**src/rtl/core/rff_pkg.sv**
```systemverilog
// shared constants and types for the received id replay filter
// no dependencies
`default_nettype none
package rff_pkg;
  localparam int TABLE_DEPTH = 256;
  localparam int CNT_W = $clog2(TABLE_DEPTH + 1);
  localparam int GRP_SZ = 16;
  localparam int NUM_GRP = (TABLE_DEPTH + GRP_SZ - 1) / GRP_SZ;

  localparam logic [1:0] MODE_REG = 2'd0;
  localparam logic [1:0] MODE_LOOKUP = 2'd1;
  localparam logic [1:0] MODE_CLEAR = 2'd2;

  localparam logic [1:0] ST_OK = 2'd0;
  localparam logic [1:0] ST_DUP = 2'd1;
  localparam logic [1:0] ST_OLD = 2'd2;
  localparam logic [1:0] ST_NOT_FOUND = 2'd0;
  localparam logic [1:0] ST_NEED_ACK = 2'd1;
  localparam logic [1:0] ST_NO_ACK = 2'd2;

  typedef enum logic [2:0] {
    S_IDLE,
    S_CMP,
    S_RED,
    S_ACT,
    S_OUT
  } state_t;

  typedef struct packed {
    logic load_in;
    logic compare;
    logic reduce;
    logic apply;
  } cmd_t;

  typedef struct packed {
    logic is_clear;
  } stat_t;
endpackage
`default_nettype wire

```
**src/rtl/core/rff_ctrl.sv**
```systemverilog
// sequencing state machine for the replay filter
// depends on rff_pkg
`default_nettype none
module rff_ctrl (
  input  wire logic          clk,
  input  wire logic          rst,
  input  wire logic          in_valid,
  output logic               in_ready,
  output logic               out_valid,
  input  wire logic          out_ready,
  input  wire rff_pkg::stat_t stat,
  output rff_pkg::cmd_t      cmd
);
  import rff_pkg::*;

  state_t state, state_next;

  always_ff @(posedge clk) begin
    if (rst) state <= S_IDLE;
    else state <= state_next;
  end

  always_comb begin
    state_next = state;
    cmd = '0;
    in_ready = 1'b0;
    out_valid = 1'b0;
    case (state)
      S_IDLE: begin
        in_ready = 1'b1;
        if (in_valid) begin
          cmd.load_in = 1'b1;
          state_next = S_CMP;
        end
      end
      S_CMP: begin
        cmd.compare = 1'b1;
        state_next = stat.is_clear ? S_ACT : S_RED;
      end
      S_RED: begin
        cmd.reduce = 1'b1;
        state_next = S_ACT;
      end
      S_ACT: begin
        cmd.apply = 1'b1;
        state_next = S_OUT;
      end
      S_OUT: begin
        out_valid = 1'b1;
        if (out_ready) state_next = S_IDLE;
      end
      default: state_next = S_IDLE;
    endcase
  end
endmodule
`default_nettype wire

```
**config.mk**
```make
export PLATFORM = sky130hd
export DESIGN_NAME = rff_ctrl
export DESIGN_NICKNAME = d
export VERILOG_FILES = /design/src/rtl/core/rff_pkg.sv /design/src/rtl/core/rff_ctrl.sv
export SDC_FILE = /design/constraint.sdc
export NUM_CORES = 1
export LEC_CHECK = 0
export BUFFER_PORTS_ARGS = -buffer_cell sky130_fd_sc_hd__buf_4
export CAP_MARGIN = 20
export CELL_PAD_IN_SITES_DETAIL_PLACEMENT = 0
export CELL_PAD_IN_SITES_GLOBAL_PLACEMENT = 1
export CORE_AREA = 3 3 40 42
export CTS_CLUSTER_DIAMETER = 120
export CTS_CLUSTER_SIZE = 8
export DETAILED_ROUTE_END_ITERATION = 10
export DIE_AREA = 0 0 43 45
export GPL_TIMING_DRIVEN = 0
export PLACE_DENSITY_LB_ADDON = 0.1
export SYNTH_ARGS = -nofsm -noshare
export SYNTH_HDL_FRONTEND = slang
export SYNTH_SLANG_ARGS = --single-unit
```
**constraint.sdc**
```tcl
create_clock -name clk -period 0.89 [get_ports clk]
set_clock_uncertainty 0.05 [all_clocks]
set_input_delay 0.1335 -clock clk [delete_from_list [all_inputs] [get_ports clk]]
set_output_delay 0.1335 -clock clk [all_outputs]
set_load 0.05 [all_outputs]
```
# Yosys cells after proc, flatten, opt, wreduce, memory -nomap -nowiden
# Cells that the tools add are included.
# totals
register_bits,3
inputBits,5
out_inout_bits,6
elab_cells,20
# op_classes
n_eq_ne,6
n_mux,11
n_reduce_logical,2
# ops
op,n
$pmux 3 s5,1
$mux 1,8
$eq 3x2->1 const B,2
$mux 3,2
$ne 2x2->1 const B,2
$eq 3x1->1 const B,1
$eq 3x3->1 const B,1
$logic_not 3->1,1
$reduce_and 2->1,1

# Logic depth before layout (Yosys ltp)
# Gate-level depths: netlist of the first run.
# depth
word_depth,3
mapped_depth,3
ltp_nobuf,2

# Worst setup path after synthesis of the first run
# OpenSTA, ideal clock, no wires.
# synth_path
kind,flip-flop to output port
start,reg state[1]
end,out cmd[3] in the netlist's numbering
arrival_time_ns,1.647
required_ns,0.706
path_slack_ns,-0.940
path_stages_with_launch,4
path_buffers,1
path_cell_list,dfxtp_1 > buf_6 > nor3_2 > and2_1
# synth_rtl
element,line,rtl
start: declaration,rff_ctrl.sv:16,"state_t state, state_next;"
start signal: assignment,rff_ctrl.sv:20,else state <= state_next;
end: declaration,rff_ctrl.sv:12,output rff_pkg::cmd_t cmd

==> run_results.csv, run 1 <==
group,metric,value,unit
outcome,outcome,"complete, but fails checks",
outcome,violations,"negative setup slack",
cts,clk_pin_slew,0.04,ns
die,ioPinCount,11,
detailed_routing,ant_nets,0,
die,core_area,0.001285,mm2
global_route,antenna_found_initial,0,
worst_setup_path,required,0.71,ns
synth,synth_top_area_cell,"dfxtp_1",
worst_setup_path,critPathCaptureType,"output port",
synth,synth_area,196.4,um2
global_route,grt_max_degree,9,
synth,synth_area_leaders,"dfxtp_1, buf_6, nor3b_1, nor4b_2, nor3b_2",
synth,syn_inst,18,
flow_run,cap_violations,0,
global_route,first_global_vias,212,
sta,min_period_over_period,149.6,%
placed_design,hpwl,349.9,um
cells_and_area,regMostFlops,"state",
cells_and_area,nets,46,
cells_and_area,final_common_cell,"buf_4",
cells_and_area,syn2layout_area_growth,146.5,%
die,die_y,45,um
detailed_routing,via_per_inst,4.000,
cells_and_area,reg.largest.list,"state x3",
global_route,grt.overflow.total,0,
global_route,grt_use_total,6.917,%
cts,cts_tree,"built",
pwr,vdd_ir_drop_max,0.0006987,V
sta,final.setup.tns,-2.993,ns
synth,ys_types,14,
synth,synth_fp_nets,23,
worst_setup_path,r2r_slack,-0.25,ns
synth,synth_area_per_cell,10.91,um2
sta,worst_pin_slew,0.1882,ns
placed_design,pre_cts_ws,-0.2437,ns
sta,drv_slew,0,
worst_setup_path,cp.arrival,1.15,ns
cells_and_area,largest_register_ffs,3,
global_route,grt_pass1_wl,959,um
cts,cts_buffers,3,
synth,ys_ff_latch,3,
detailed_routing,wl_per_cell,11.36,um
worst_setup_path,critPathMaxFanout,5,
synth,yosysWarnings,0,
sta,period_minus_slack,1.331,ns
worst_hold_path,hold_path_class,"input port to flip-flop",
cts,clock_sinks,3,
cts,htreeDepth,1,
sta,setup_viol,9,
placed_design,gp_congestion,0.6044,
sta,relSlewSlack,87.40,%
sta,grt_setup_unrepaired,"yes",
cts,cts_hold_buffers,0,
cts,clock_latency,0.23,ns
die,num_rows,13,
placed_design,portBuffers,10,
die,die-width,43,um
worst_setup_path,worstSetupPathType,"flip-flop to output port",
sta,clock.fmax,751.1,MHz
cts,root_buffer,"clkbuf_4",
die,start_util,15.29,%
pwr,power_density,2005,mW/mm2
worst_setup_path,setup.worst_path.start_class,"flip-flop",
die,fp.dieArea,0.001935,mm2
detailed_routing,dr.pass1.iters,2,
sta,finalHoldViolCount,0,
detailed_routing,drc,0,
cells_and_area,n_antenna_cell,0,
cts,clock_path_buffers,2,
detailed_routing,first_iter_violations,2,
sta,fin_ws,-0.4414,ns
synth,ys_seq_area_share,30.57,%
detailed_routing,finalWirelength,625,um
cells_and_area,mostFrequentLayoutCells,"buf_4, buf_6, clkbuf_4, buf_8",
cells_and_area,drive_gt1_share,82.50,%
detailed_routing,vias,220,
synth,yosys.area.top_type_share,30.57,%
pwr,p_leak,0.2130,nW
-- cells in the mapped netlist (all sizes together) --
cell    number
and3b        1
o21ba        1
o21bai       1
a211oi       1
and2         1
xnor2        1
nor4b        1
nor3         2
nor3b        3
buf          2
dfxtp        3
nand3b       1
-- path summary, 6_finish.rpt --
path,to,depth (start not counted),start
worst max-delay path,cmd[3],4,state[0]
worst min-delay path,state[0],2,rst
worst max register to register,state[2],4,state[1]
worst min register to register,state[1],1,state[2]
-- layer usage --
| metal | wire length [um] | up-vias | global-route usage [%] | part of all wire, % |
|---|---|---|---|---|
| li1 | - | 108 | - | - |
| met5 | 0 | - | 0 | 0 |
| met1 | 265 | 101 | 8.454 | 42 |
| met3 | 59 | 0 | 3.984 | 9.4 |
| met2 | 300 | 11 | 10.48 | 48 |
| met4 | 0 | 0 | 1.807 | 0 |
-- per-stage QoR --
step | std cells | power [mW] | instance area [um2] | utilization [%] | hold slack (ns)
finish | 55 | 0.9707 | 484.2 | 37.68 | 0.02759
global route | 55 | 1.029 | 484.2 | 37.68 | 0.02680
global placement | 43 | 0.5421 | 311.5 | 24.25 | 0.2738
floorplan | 18 | 0.4516 | 217.7 | - | 0.1563
CTS | 51 | 0.8719 | 407.9 | 31.74 | 0.02162
detailed placement | 43 | 0.5431 | 311.5 | 24.25 | 0.2733
-- power by group --
group / leakage (nW) / internal [mW] / total, mW / switching, mW
Sequential: 0.0261 / 0.154 / 0.187 / 0.0333
Combinational: 0.172 / 0.288 / 0.545 / 0.258
Clock: 0.0150 / 0.168 / 0.238 / 0.0701
-- critical path, stage by stage, from the launching register on --
cell and delay (ns):
dfxtp_1 0.30, buf_6 0.13, nor3_4 0.19, and2_4 0.17
buf_8 0.13
-- cell families (layout without fill, tap and decap cells) --
kind of cell	Yosys count	in the layout	synth area share [%]
AO/OA/AOI/OAI	3	3	12.74
XOR/XNOR	1	1	4.459
flip-flops	3	3	30.57
AND/OR/NAND/NOR	9	9	40.76
buffers and inverters	2	24	11.46
-- timing repair --
action	in CTS	in global routing
pin swaps	6	6
endpoints found under the setup margin	8	9
buffers inserted	4	5
resized for setup	10	9
endpoints found under the hold margin	0	0
-- final cells by class --
class                      instances  area, um2
multi-input combinational         13      160.2
fill                             139      800.8
buffer                             1      11.26
sequential                         3      67.56
timing repair buffer              19      200.2
tap                               15      18.77
clock buffer                       4      26.28
Power figures use the tool's default switching activity.
==> run 2: changes to the inputs <==
- REMOVE_ABC_BUFFERS: default -> 1
- clock period: 0.89 -> 1.14 ns (I/O delays scaled with it)
==> run 2 against run 1 <==
The run still ends with negative setup slack left. Sequential share of layout area up 5.6 points. Global-route usage down 0.50 points. Core utilization down 9.3 points. Via count is 15% lower. Clock-buffer cell count is the same. Sequential power down 18%. Register-to-register slack improved by 0.34 ns. Critical endpoint unchanged. Largest cell class is now multi-input combinational cells. Highest routed layer unchanged.
==> run_results.csv, run 2 (same netlist as run 1, synthesis figures left out) <==
group,metric,value,unit
outcome,outcome,"complete, but fails checks",
outcome,violations,"negative setup slack",
worst_setup_path,r2r_slack,0.09,ns
global_route,grt_use_total,6.417,%
worst_setup_path,cp.arrival,1.09,ns
global_route,grt_pass1_wl,855,um
worst_setup_path,critPathCaptureType,"output port",
detailed_routing,via_per_inst,3.917,
pwr,p_leak,0.1606,nW
cts,clock_latency,0.23,ns
cells_and_area,final_util,28.34,%
pwr,switching_power,0.2509,mW
cells_and_area,mostFrequentLayoutCells,"buf_4, clkbuf_4, buf_6, dfxtp_4",
sta,relSlewSlack,84.28,%
worst_setup_path,setup.worst_path.start_class,"flip-flop",
pwr,sw_frac_of_total,38.93,%
cells_and_area,drive_gt1_share,69.70,%
pwr,p_total,0.6445,mW
cts,clk_pin_slew,0.04,ns
placed_design,dpl.cell_count,41,
worst_setup_path,required,0.92,ns
die,start_util,15.29,%
pwr,power_density,1770,mW/mm2
sta,final.setup.tns,-0.7047,ns
die,die_y,45,um
cells_and_area,final_common_cell,"buf_4",
die,fp.dieArea,0.001935,mm2
sta,worst_pin_slew,0.2358,ns
sta,finalHoldViolCount,0,
worst_setup_path,path_buf_inv,1,
pwr,internal_power,0.3936,mW
sta,drv_slew,0,
sta,setup_viol,6,
worst_setup_path,crit_family,"flip-flops",
sta,period_minus_slack,1.309,ns
die,num_rows,13,
worst_setup_path,critPathSlowestCell,"dfxtp_4",
cells_and_area,regMostFlops,"state",
worst_hold_path,worstHoldStart,"rst",
detailed_routing,drc,0,
worst_setup_path,worstReg2RegStart,"state[0]",
placed_design,portBuffers,10,
cells_and_area,reg.largest.list,"state x3",
worst_hold_path,hold_path_depth,2,
die,ioPinCount,11,
worst_hold_path,hold_path_end,"state[0]",
detailed_routing,vias,188,
cells_and_area,syn2layout_area_growth,85.35,%
detailed_routing,dr.pass1.iters,1,
worst_setup_path,timing.rr.end,"state[0]",
placed_design,gp_congestion,0.6453,
cts,clock_sinks,3,
cells_and_area,n_antenna_cell,0,
pwr,p_comb_share,46.8,%
pwr,clock_power_share,29.3,%
detailed_routing,finalWirelength,569,um
cts,cts_tree,"built",
die,die-width,43,um
worst_setup_path,cp_cell_sequence,"nor3_4 > and2_4 > buf_8",
cts,root_buffer,"clkbuf_4",
detailed_routing,first_iter_violations,0,
cts,clock_path_buffers,2,
worst_hold_path,hold_path_class,"input port to flip-flop",
detailed_routing,ant_nets,0,
detailed_routing,wl_per_cell,11.85,um
cts,cts_buffers,3,
flow_run,cap_violations,0,
pwr,seqPwrFrac,23.9,%
die,core_area,0.001285,mm2
cts,cts_hold_buffers,0,
worst_setup_path,r2r_cells,3,
worst_setup_path,slowest_delay,0.37,ns
sta,min_period_over_period,114.8,%
cts,htreeDepth,1,
placed_design,pre_cts_ws,-0.06419,ns
cells_and_area,final_cells,48,
sta,fin_ws,-0.1692,ns
global_route,grt_max_degree,9,
cells_and_area,nets,39,
pwr,vdd_ir_drop_max,0.0003869,V
sta,grt_setup_unrepaired,"yes",
worst_setup_path,critPathMaxFanout,7,
cells_and_area,largest_register_ffs,3,
global_route,grt.overflow.total,0,
placed_design,hpwl,354.6,um
worst_setup_path,crit_cells,3,
global_route,antenna_found_initial,0,
global_route,first_global_vias,195,
worst_setup_path,worstSetupPathType,"flip-flop to output port",
sta,clock.fmax,763.8,MHz
[run 2: how the worst max path moves through the flow]
stage,to,startpoint
floorplan,cmd[2],state[0]
global placement,cmd[1],state[1]
detailed placement,cmd[2],state[0]
CTS,cmd[3],state[2]
global route,cmd[3],state[1]
finish,cmd[3],state[1]
[run 2: power groups by stage]
stage	clock network, mW	registers [mW]	logic [mW]
floorplan	0	0.146	0.159
global placement	0	0.157	0.222
detailed placement	0	0.156	0.221
CTS	0.199	0.152	0.296
global route	0.201	0.157	0.317
finish	0.189	0.154	0.302
[run 2: repair_timing]
action / CTS / global route
setup buffers: 3 / 0
pin swaps: 3 / 2
gates resized for setup: 14 / 2
endpoints found under the setup margin: 6 / 6
[run 2: stage by stage]
stage	cell area, um2	hold slack (ns)
6_report	364.1	0.06010
5_1_grt	364.1	0.06327
4_1_cts	355.3	0.05619
3_5_place_dp	267.8	0.3133
3_3_place_gp	267.8	0.3110
2_1_floorplan	173.9	0.1938
[run 2: layer usage]
metal	share of wire, %	global-route usage [%]	up-vias
met5	0	0	-
met4	0	7.229	0
met3	7.0	2.789	0
met2	47	7.485	7
met1	46	7.971	87
li1	-	-	94
[run 2: cell type report]
| class | instances | area [um2] |
|---|---|---|
| Clock buffer | 4 | 26.28 |
| Fill cell | 142 | 920.9 |
| Multi-Input combinational cell | 13 | 127.6 |
| Sequential cell | 3 | 71.32 |
| Tap cell | 15 | 18.77 |
| Timing Repair Buffer | 13 | 120.1 |
